[config.mk]
export PLATFORM = sky130hd
export DESIGN_NAME = seven_segment_scan_driver_core
export DESIGN_NICKNAME = d
export VERILOG_FILES = /design/src/sv/sssd_pkg.sv /design/src/sv/seven_segment_scan_driver_core.sv
export SDC_FILE = /design/constraint.sdc
export NUM_CORES = 1
export LEC_CHECK = 0
export BUFFER_PORTS_ARGS = -buffer_cell sky130_fd_sc_hd__clkbuf_2
export CAP_MARGIN = 20
export CORE_UTILIZATION = 40
export DETAILED_ROUTE_END_ITERATION = 16
export MAX_ROUTING_LAYER = met4
export PLACE_DENSITY = 0.53
export SKIP_CTS_REPAIR_TIMING = 1
export SYNTH_ARGS = -nofsm -noshare
export SYNTH_HDL_FRONTEND = slang
export SYNTH_SLANG_ARGS = --single-unit
[constraint.sdc]
create_clock -name clk -period 8.45 [get_ports clk]
set_input_delay 1.69 -clock clk [delete_from_list [all_inputs] [get_ports clk]]
set_output_delay 1.69 -clock clk [all_outputs]
set_load 0.1 [all_outputs]
[src/sv/sssd_pkg.sv]
package sssd_pkg;

    // Operation codes carried in the op field of a command transaction.
    localparam logic OP_LOAD = 1'b0;
    localparam logic OP_TICK = 1'b1;

    localparam int VALUE_W = 16;
    localparam int WORD_W  = 16;
    localparam int DIGIT_W = 4;
    localparam int THOU_W  = 7;   // value / 1000 is at most 65
    localparam int REM3_W  = 10;  // remainder below 1000
    localparam int REM2_W  = 7;   // remainder below 100

    // value / 1000 == (value * THOU_RECIP) >> THOU_SHIFT for every 16-bit value.
    localparam int THOU_SHIFT = 26;
    localparam logic [16:0] THOU_RECIP = 17'd67109;
    localparam logic [VALUE_W-1:0] THOUSAND = 16'd1000;

    localparam logic [WORD_W-1:0] BLANK_WORD = 16'hA09E;
    localparam logic [WORD_W-1:0] LED_BITS   = 16'h000E;

    typedef struct packed {
        logic               op;
        logic [VALUE_W-1:0] value;
    } cmd_t;

    typedef struct packed {
        logic [WORD_W-1:0] port_word;
        logic              last_of_run;
    } word_t;

    // Segment pattern of one decimal digit on the expander pins.
    function automatic logic [WORD_W-1:0] seg_pattern(input logic [DIGIT_W-1:0] d);
        logic [WORD_W-1:0] p;
        case (d)
            4'd0:    p = 16'h4B60;
            4'd1:    p = 16'h4800;
            4'd2:    p = 16'h5340;
            4'd3:    p = 16'h5A40;
            4'd4:    p = 16'h5820;
            4'd5:    p = 16'h1A60;
            4'd6:    p = 16'h1B60;
            4'd7:    p = 16'h4840;
            4'd8:    p = 16'h5B60;
            4'd9:    p = 16'h5A60;
            default: p = 16'h0000;
        endcase
        return p;
    endfunction

    // Full port word for a digit at a given position: segments, the one
    // active-low cathode, and the indicator LEDs on all but the last digit.
    function automatic logic [WORD_W-1:0] digit_word(input logic [1:0] pos,
                                                     input logic [DIGIT_W-1:0] d);
        logic [WORD_W-1:0] w;
        case (pos)
            2'd0:    w = 16'hA010 | LED_BITS;
            2'd1:    w = 16'hA080 | LED_BITS;
            2'd2:    w = 16'h2090 | LED_BITS;
            default: w = 16'h8090;
        endcase
        return w | seg_pattern(d);
    endfunction

    // Quotient by ten of a value below 100, from nine parallel compares.
    function automatic logic [DIGIT_W-1:0] div_by_ten(input logic [REM2_W-1:0] x);
        logic [DIGIT_W-1:0] q;
        q = '0;
        for (int k = 1; k < 10; k++) begin
            if (x >= REM2_W'(k * 10)) begin
                q = DIGIT_W'(k);
            end
        end
        return q;
    endfunction

    // Quotient by one hundred of a value below 1000.
    function automatic logic [DIGIT_W-1:0] div_by_hundred(input logic [REM3_W-1:0] x);
        logic [DIGIT_W-1:0] q;
        q = '0;
        for (int k = 1; k < 10; k++) begin
            if (x >= REM3_W'(k * 100)) begin
                q = DIGIT_W'(k);
            end
        end
        return q;
    endfunction

endpackage

[src/sv/seven_segment_scan_driver_core.sv]
// Channel   Signals                          Payload type       Role
// -------   ------------------------------   ----------------   ---------------------------
// command   cmd_valid / cmd_ready / cmd_data sssd_pkg::cmd_t    load a value or scan tick
// word      word_valid/word_ready/word_data  sssd_pkg::word_t   expander words, two per tick
//
// A command transaction passes four register stages. A load retires on
// reaching the last stage; a tick stays there until the single output
// register, at one word per cycle while word_ready allows, has taken both
// of its words. Loads can be accepted on every cycle while no tick ahead
// is held; a run of ticks goes slower, as each holds the last stage for
// both words. The asynchronous reset clears the pipeline, the scan
// position and the four stored digit words. A low word_ready holds the
// output word and backs up the stages behind it, which then drops cmd_ready.
module seven_segment_scan_driver_core (
    input  logic            clk,
    input  logic            rst_n,
    input  logic            cmd_valid,
    output logic            cmd_ready,
    input  sssd_pkg::cmd_t  cmd_data,
    output logic            word_valid,
    input  logic            word_ready,
    output sssd_pkg::word_t word_data
);

    // Stage 1: the accepted command.
    logic                               s1_valid_reg;
    logic                               s1_op_reg;
    logic [sssd_pkg::VALUE_W-1:0]       s1_value_reg;

    // Stage 2: the thousands quotient, found by a reciprocal multiply.
    logic                               s2_valid_reg;
    logic                               s2_op_reg;
    logic [sssd_pkg::VALUE_W-1:0]       s2_value_reg;
    logic [sssd_pkg::THOU_W-1:0]        s2_thou_reg;

    // Stage 3: the thousands digit and the remainder below 1000.
    logic                               s3_valid_reg;
    logic                               s3_op_reg;
    logic [sssd_pkg::DIGIT_W-1:0]       s3_d0_reg;
    logic [sssd_pkg::REM3_W-1:0]        s3_rem_reg;

    // Stage 4: the hundreds digit and the remainder below 100. The tens and
    // units digits are split off here and the item is retired.
    logic                               s4_valid_reg;
    logic                               s4_op_reg;
    logic [sssd_pkg::DIGIT_W-1:0]       s4_d0_reg;
    logic [sssd_pkg::DIGIT_W-1:0]       s4_d1_reg;
    logic [sssd_pkg::REM2_W-1:0]        s4_rem_reg;

    // A tick in stage 4 first sends the blanking word (phase low), then the
    // digit word (phase high).
    logic                               phase_reg;
    logic                               phase_next;
    logic [1:0]                         scan_pos_reg;
    logic [1:0]                         scan_pos_next;
    logic [sssd_pkg::WORD_W-1:0]        digit_words_reg [4];

    logic                               word_valid_reg;
    sssd_pkg::word_t                    word_data_reg;
    sssd_pkg::word_t                    word_data_next;

    logic word_free;
    logic s4_is_tick;
    logic emit;
    logic s4_done;
    logic s4_open;
    logic s3_open;
    logic s2_open;
    logic s1_open;

    // Datapath intermediates.
    logic [32:0]                        thou_prod;
    logic [sssd_pkg::THOU_W-1:0]        thou_next;
    logic [sssd_pkg::VALUE_W-1:0]       thou_scaled;
    logic [sssd_pkg::VALUE_W-1:0]       rem3_full;
    logic [sssd_pkg::DIGIT_W-1:0]       thou_tens;
    logic [sssd_pkg::REM2_W-1:0]        thou_mod;
    logic [sssd_pkg::DIGIT_W-1:0]       hund_q;
    logic [sssd_pkg::REM3_W-1:0]        hund_scaled;
    logic [sssd_pkg::REM3_W-1:0]        rem2_full;
    logic [sssd_pkg::DIGIT_W-1:0]       tens_q;
    logic [sssd_pkg::REM2_W-1:0]        units_full;

    // Pipeline flow control. Every stage moves when the one after it is
    // empty or moving on; stage 4 moves when its item is finished.
    assign word_free  = !word_valid_reg || word_ready;
    assign s4_is_tick = s4_valid_reg && (s4_op_reg == sssd_pkg::OP_TICK);
    assign emit       = s4_is_tick && word_free;
    assign s4_done    = s4_valid_reg && ((s4_op_reg == sssd_pkg::OP_LOAD) ||
                                         (phase_reg && word_free));
    assign s4_open    = !s4_valid_reg || s4_done;
    assign s3_open    = !s3_valid_reg || s4_open;
    assign s2_open    = !s2_valid_reg || s3_open;
    assign s1_open    = !s1_valid_reg || s2_open;
    assign cmd_ready  = s1_open;

    // Digit split. The value wraps modulo 10000 because the thousands
    // quotient is reduced modulo 10 in stage 3.
    always_comb
    begin
        thou_prod   = 33'(s1_value_reg) * 33'(sssd_pkg::THOU_RECIP);
        thou_next   = thou_prod[sssd_pkg::THOU_SHIFT +: sssd_pkg::THOU_W];

        thou_scaled = sssd_pkg::VALUE_W'(s2_thou_reg) * sssd_pkg::THOUSAND;
        rem3_full   = s2_value_reg - thou_scaled;
        thou_tens   = sssd_pkg::div_by_ten(s2_thou_reg);
        thou_mod    = s2_thou_reg - (sssd_pkg::REM2_W'(thou_tens) * 7'd10);

        hund_q      = sssd_pkg::div_by_hundred(s3_rem_reg);
        hund_scaled = sssd_pkg::REM3_W'(hund_q) * 10'd100;
        rem2_full   = s3_rem_reg - hund_scaled;

        tens_q      = sssd_pkg::div_by_ten(s4_rem_reg);
        units_full  = s4_rem_reg - (sssd_pkg::REM2_W'(tens_q) * 7'd10);
    end

    always_comb
    begin
        phase_next    = phase_reg;
        scan_pos_next = scan_pos_reg;
        if (emit)
        begin
            phase_next = !phase_reg;
            if (phase_reg)
            begin
                scan_pos_next = scan_pos_reg + 2'd1;
            end
        end
        if (phase_reg)
        begin
            word_data_next.port_word   = digit_words_reg[scan_pos_reg];
            word_data_next.last_of_run = 1'b1;
        end
        else
        begin
            word_data_next.port_word   = sssd_pkg::BLANK_WORD;
            word_data_next.last_of_run = 1'b0;
        end
    end

    // Control state.
    always_ff @(posedge clk or negedge rst_n)
    begin
        if (!rst_n)
        begin
            s1_valid_reg   <= 1'b0;
            s2_valid_reg   <= 1'b0;
            s3_valid_reg   <= 1'b0;
            s4_valid_reg   <= 1'b0;
            phase_reg      <= 1'b0;
            scan_pos_reg   <= 2'd0;
            word_valid_reg <= 1'b0;
        end
        else
        begin
            if (s1_open)
            begin
                s1_valid_reg <= cmd_valid;
            end
            if (s2_open)
            begin
                s2_valid_reg <= s1_valid_reg;
            end
            if (s3_open)
            begin
                s3_valid_reg <= s2_valid_reg;
            end
            if (s4_open)
            begin
                s4_valid_reg <= s3_valid_reg;
            end
            phase_reg    <= phase_next;
            scan_pos_reg <= scan_pos_next;
            if (emit)
            begin
                word_valid_reg <= 1'b1;
            end
            else if (word_ready)
            begin
                word_valid_reg <= 1'b0;
            end
        end
    end

    // Stored digit words have a defined reset value, so they are cleared.
    always_ff @(posedge clk or negedge rst_n)
    begin
        if (!rst_n)
        begin
            for (int k = 0; k < 4; k++)
            begin
                digit_words_reg[k] <= '0;
            end
        end
        else if (s4_valid_reg && (s4_op_reg == sssd_pkg::OP_LOAD))
        begin
            digit_words_reg[0] <= sssd_pkg::digit_word(2'd0, s4_d0_reg);
            digit_words_reg[1] <= sssd_pkg::digit_word(2'd1, s4_d1_reg);
            digit_words_reg[2] <= sssd_pkg::digit_word(2'd2, tens_q);
            digit_words_reg[3] <= sssd_pkg::digit_word(2'd3,
                                                       units_full[sssd_pkg::DIGIT_W-1:0]);
        end
    end

    // Payload registers.
    always_ff @(posedge clk)
    begin
        if (s1_open && cmd_valid)
        begin
            s1_op_reg    <= cmd_data.op;
            s1_value_reg <= cmd_data.value;
        end
        if (s2_open && s1_valid_reg)
        begin
            s2_op_reg    <= s1_op_reg;
            s2_value_reg <= s1_value_reg;
            s2_thou_reg  <= thou_next;
        end
        if (s3_open && s2_valid_reg)
        begin
            s3_op_reg  <= s2_op_reg;
            s3_d0_reg  <= thou_mod[sssd_pkg::DIGIT_W-1:0];
            s3_rem_reg <= rem3_full[sssd_pkg::REM3_W-1:0];
        end
        if (s4_open && s3_valid_reg)
        begin
            s4_op_reg  <= s3_op_reg;
            s4_d0_reg  <= s3_d0_reg;
            s4_d1_reg  <= hund_q;
            s4_rem_reg <= rem2_full[sssd_pkg::REM2_W-1:0];
        end
        if (emit)
        begin
            word_data_reg <= word_data_next;
        end
    end

    assign word_valid = word_valid_reg;
    assign word_data  = word_data_reg;

    // The second half of a tick is only ever pending for a tick in stage 4.
    a_phase_tick: assert property (@(posedge clk) disable iff (!rst_n)
        phase_reg |-> (s4_valid_reg && (s4_op_reg == sssd_pkg::OP_TICK)))
        else $error("digit phase set without a tick in the last stage");

    // A waiting blanking word always has its digit word still owed.
    a_blank_owes_digit: assert property (@(posedge clk) disable iff (!rst_n)
        (word_valid_reg && !word_data_reg.last_of_run) |-> phase_reg)
        else $error("blanking word pending but no digit word owed");

    // A waiting digit word closes its tick; no half tick is left behind it.
    a_digit_closes_tick: assert property (@(posedge clk) disable iff (!rst_n)
        (word_valid_reg && word_data_reg.last_of_run) |-> !phase_reg)
        else $error("digit word pending while a tick is half done");

    // The scan position moves only when a digit word is produced.
    a_scan_advance: assert property (@(posedge clk) disable iff (!rst_n)
        (scan_pos_reg != $past(scan_pos_reg)) |->
            ($past(emit) && $past(phase_reg) && word_valid_reg && word_data_reg.last_of_run))
        else $error("scan position moved without a digit word");

endmodule
* Yosys cells after proc, flatten, opt, wreduce, memory -nomap -nowiden *
Memory sizes are Yosys's and may differ from the RTL's. A register that Yosys moved wholly into a read port is not among the register bits.
Cells that the tools add are included.

storage, ports and cells
  input bits = 21
  memories = 4
  bits in writable memories = 0
  logic and storage cells = 139
  bits in read-only memories = 448
  output and inout port bits = 19
  bits in latches = 0
  register bits after elaboration = 155

memory list
  memory            depth  bits a word  rd ports  clocked after Yosys merged registers in  write ports  line            text
  (name not given)  16     7            1         1                                        0            sssd_pkg.sv:35  case (d)
  (name not given)  16     7            1         1                                        0            sssd_pkg.sv:35
  (name not given)  16     7            1         0                                        0            sssd_pkg.sv:35
  (name not given)  16     7            1         0                                        0            sssd_pkg.sv:35

operators by class
  multipliers = 5
  $lt $le $gt $ge = 28
  divide/modulo/power cells = 0
  reductions and logical operators = 23
  bitwise operators = 6
  eq/ne operators = 0
  shift-type cells = 0
  $add $sub $neg = 5
  mux-type cells = 43

operators with widths
  operator                                                            count
  2-to-1 mux 16 bit                                                   10
  2-to-1 mux 4 bit                                                    23
  OR 16 bit                                                           4
  greater-or-equal comparator 7 x 6 -> 1 bit, second input constant   6
  greater-or-equal comparator 7 bit, second input constant            6
  greater-or-equal comparator 10 bit, second input constant           4
  multiplier 16 x 17 -> 33 bit, second input constant                 1
  binary-select mux 16 bit (select 2 bit)                             1
  greater-or-equal comparator 10 x 9 -> 1 bit, second input constant  3
  greater-or-equal comparator 7 x 5 -> 1 bit, second input constant   4
  greater-or-equal comparator 7 x 4 -> 1 bit, second input constant   2
  greater-or-equal comparator 10 x 7 -> 1 bit, second input constant  1
  greater-or-equal comparator 10 x 8 -> 1 bit, second input constant  1
  subtractor 10 bit                                                   1
  logical AND 1 bit                                                   9
  multiplier 4 x 3 -> 3 bit, second input constant                    2
  subtractor 4 bit                                                    2
  multiplier 7 x 3 -> 7 bit, second input constant                    1
  subtractor 7 bit                                                    1
  logical NOT 1 bit                                                   6
  logical OR 1 bit                                                    6
  2-to-1 mux 1 bit                                                    6
  multiplier 4 x 5 -> 5 bit, second input constant                    1
  2-to-1 mux 2 bit                                                    2
  7 further kinds                                                     7

* Longest topological paths before layout *
An unclocked memory read counts as a cell.

  depth in word-level cells = 15
  gate-level depth with buffers = 18
  gate-level depth less buffers = 18

* Worst setup path before layout *
Ideal clock, no wire load.

  kind = input-to-output
  start = input port word_ready
  end = output port cmd_ready
  buffers on the path = 0
  cell stages on the path = 3
  required time = 6.760 ns
  setup slack = 3.670 ns
  arrival time = 3.090 ns
  cells stage by stage = nand2b_1 a211oi_1 nand3_1

on the way
  word-level cells in the longest chain between the ends = 8

ends and longest elaborated chain
  element             line                                  text
  start: declaration  seven_segment_scan_driver_core.sv:21  input logic word_ready,
  logical OR 1 bit    seven_segment_scan_driver_core.sv:86  assign word_free = !word_valid_reg || word_ready;
  logical AND 1 bit   seven_segment_scan_driver_core.sv:90  (phase_reg && word_free));
  logical OR 1 bit    seven_segment_scan_driver_core.sv:89  assign s4_done = s4_valid_reg && ((s4_op_reg == sssd_pkg::OP_LOAD) ||
  logical AND 1 bit   seven_segment_scan_driver_core.sv:89
  logical OR 1 bit    seven_segment_scan_driver_core.sv:91  assign s4_open = !s4_valid_reg || s4_done;
  logical OR 1 bit    seven_segment_scan_driver_core.sv:92  assign s3_open = !s3_valid_reg || s4_open;
  logical OR 1 bit    seven_segment_scan_driver_core.sv:93  assign s2_open = !s2_valid_reg || s3_open;
  logical OR 1 bit    seven_segment_scan_driver_core.sv:94  assign s1_open = !s1_valid_reg || s2_open;
  end: declaration    seven_segment_scan_driver_core.sv:18  output logic cmd_ready,

Every way passes these cells.

* Worst setup path in the final report *
  start = register s1_value_reg[2] (netlist bit)
  end = register s2_thou_reg[5] (netlist bit), data pin

on the way
  word-level cells in the longest chain between the ends = 1

ends and longest elaborated chain
  element                       line                                   text
  start: declaration            seven_segment_scan_driver_core.sv:28   logic [sssd_pkg::VALUE_W-1:0] s1_value_reg;
  start signal: assignment      seven_segment_scan_driver_core.sv:211  s1_value_reg <= cmd_data.value;
  multiplier 16 x 17 -> 33 bit  seven_segment_scan_driver_core.sv:101  thou_prod = 33'(s1_value_reg) * 33'(sssd_pkg::THOU_RECIP);
  via thou_prod[31]             seven_segment_scan_driver_core.sv:72   logic [32:0] thou_prod;
  end signal: assignment        seven_segment_scan_driver_core.sv:217  s2_thou_reg <= thou_next;
  end: declaration              seven_segment_scan_driver_core.sv:34   logic [sssd_pkg::THOU_W-1:0] s2_thou_reg;

The timed path passes the listed nets, and every way through them passes these cells.
A chain may end at the register's enable or synchronous reset.

==> run metrics <==
clk sinks 129; share of layout cells above drive strength 1 0.109; Yosys top cell by area edfxtp_1; GRT Util Overall 0.170; register area share after synthesis 0.368; CP most frequent cell ha_1; CP cell instances ha_1 -> ha_1 -> fa_1 -> fa_1 -> ha_1 -> inv_1 -> fa_1 -> inv_1 -> ha_1 -> o211ai_1 -> o21ai_0 -> a21oi_1 -> o21ai_0 -> a21oi_1 -> o22a_1; maximum root-to-sink buffer count 2; Hold Path Class flip-flop to flip-flop; kind of end point of the critical path flip-flop; Setup CP Type flip-flop to flip-flop; io pins 40; GPL Wtd Cong 0.820; CP max stage delay 590 ps; vias in the first global route 6233; Non-Filler Instances 1242; RR Endpoint s2_thou_reg[5]; Nets 1151; proportion of synthesized area in mux cells 0.0288; status completed; Fmax 199 MHz; internal reg-to-reg setup slack 3420 ps; #FFs+latches synth 129; Worst path slowest cell edfxtp_1; Synth Instances 876; Core ar. 23500 um2; largest family of logic cells by synthesized area adder cells; ys async rst share 0.287; count leader, synth ha_1; # fillers 2251; Final Setup Violations 0; total number of vias 6059; crit path DAT 5190 ps; largest net degree at the start of global routing 38; Post-Synth Adder-Cell Area 0.319; Setup TNS 0 ps; Post-synth EDFFs 78; Worst-Skew Late Latency 420 ps; fin. max-slew vios 0; Antenna diodes 0; WL per Instance 14.7 um; CTS Root Cell clkbuf_16; port bufs 37; slew margin rel. 0.391; initial core utilization 0.410; R2R depth 15; yosys warns 0; Hold Path Stages 2; Hold Crit Endpoint digit_words_reg[37]; post-layout util 0.456; most frequent cells after synthesis ha_1 (176), inv_1 (110), nand2_1 (79); Post-route DRC 0; min Tclk post-route 5030 ps; Worst EP required 8620 ps; Top delay family on crit path adder cells; hpwl dp 14300 um; Worst R2R Start s1_value_reg[2]; cell area after synthesis 9650 um2; post-synthesis simple-gate area fraction 0.101; max cap viols 0; vias per std cell 4.88; crit path launch type flip-flop; grt ovf 0; Synth Flop Type edfxtp_1; 1st-pass router iterations 5; CTS tree done; first-pass GRT wire length 31500 um; CTS buffer count 17; Synth Area in Compound Gates 0.0941; post-synth cell types 75; drt first-iter violations 230; Syn-to-layout area delta 11.3%; worst slew pin tran 914 ps; initial antenna violation count 0; Bufs and invs on worst path 2; Die X 157 um; Tcrit/Tclk final 0.595; H-tree Lvls 4; fin area 10700 um2; die footprint 24800 um2; Hold Vio Cnt, Final 0; DP Area 10100 um2; Clock transition at path regs 60 ps; skew final 10.1 ps; Post-Route WL 18200 um; RSZ-0062 raised after global routing no; dpl cells 1209; CP max FO 8; top post-synthesis cells by area edfxtp_1 (24%), ha_1 (23%), dfrtp_1 (9.6%); die height 157 um; Mean Syn Cell Area 11.0 um2; Routed Antenna Nets 0; row count 56; Yosys top cell area share 0.243; XOR/XNOR Fraction of Synth Area 0.0306
==> layout by cell type, fill, tap and decap left out, types with 14 or more instances in the layout <==
master / count
inv_1: 110
a21oi_1: 33
nand2b_1: 20
nand2_1: 79
nor2_1: 36
fa_1: 44
edfxtp_1: 78
o21ai_0: 29
dfrtp_1: 37
clkbuf_2: 37
xnor2_1: 23
dfxtp_1: 14
clkbuf_16: 18
ha_1: 176
==> worst reg2reg max path: stages (launching register included) <==
cell	delay, ps
edfxtp_1	590
ha_1	360
ha_1	290
fa_1	520
fa_1	420
ha_1	290
inv_1	50
fa_1	530
inv_1	40
ha_1	260
o211ai_1	90
o21ai_0	390
a21oi_1	110
o21ai_0	450
a21oi_1	160
o22a_1	230
==> how the worst max path moves through the flow <==
stage,from,endpoint,slack (ps),cells after the start
2_1_floorplan,word_ready,cmd_ready,3670,3
3_3_place_gp,word_ready,cmd_ready,3460,5
3_5_place_dp,s1_value_reg[2],s2_thou_reg[5],3380,15
4_1_cts,s1_value_reg[2],s2_thou_reg[5],3350,15
5_1_grt,s1_value_reg[2],s2_thou_reg[5],3180,15
6_report,s1_value_reg[2],s2_thou_reg[5],3420,15
==> stage by stage <==
| stage | setup slack (ps) | hold WS [ps] |
|---|---|---|
| 6_report | 3420 | 412 |
| 5_1_grt | 3180 | 422 |
| 4_1_cts | 3350 | 411 |
| 3_5_place_dp | 3380 | 403 |
| 3_3_place_gp | 3460 | 404 |
| 2_1_floorplan | 3670 | 398 |
==> logic make-up (layout without fill, tap and decap cells) <==
group	Yosys count	after routing
adders and majority gates	220	220
and+or+nand+nor	198	198
buffers and inverters	140	186
AOI/OAI and AO/OA	138	138
DFF	129	129
xor gates and xnor gates	32	32
muxes	18	18
other	1	2
==> metal layers <==
metal / track usage / routed length [um] / vias to the layer above
li1: - / - / 3124
met1: 0.198 / 8250 / 2852
met2: 0.303 / 9420 / 63
met3: 0.0289 / 374 / 20
met4: 0.0407 / 193 / 0
met5: - / 0 / -
==> area by class of cell <==
cell class	count	area, um2	area share
clock inverters	14	136	0.0127
repair buffers	42	235	0.0219
clock buffers	18	450	0.0419
inverters	112	420	0.0391
flip-flops and latches	129	3550	0.330
well taps	319	399	0.0372
multi-input cells	608	5550	0.517
Power is left out: the tool's default activity adds up to more than one toggle a clock period on the data nets, which glitch-free logic cannot reach.
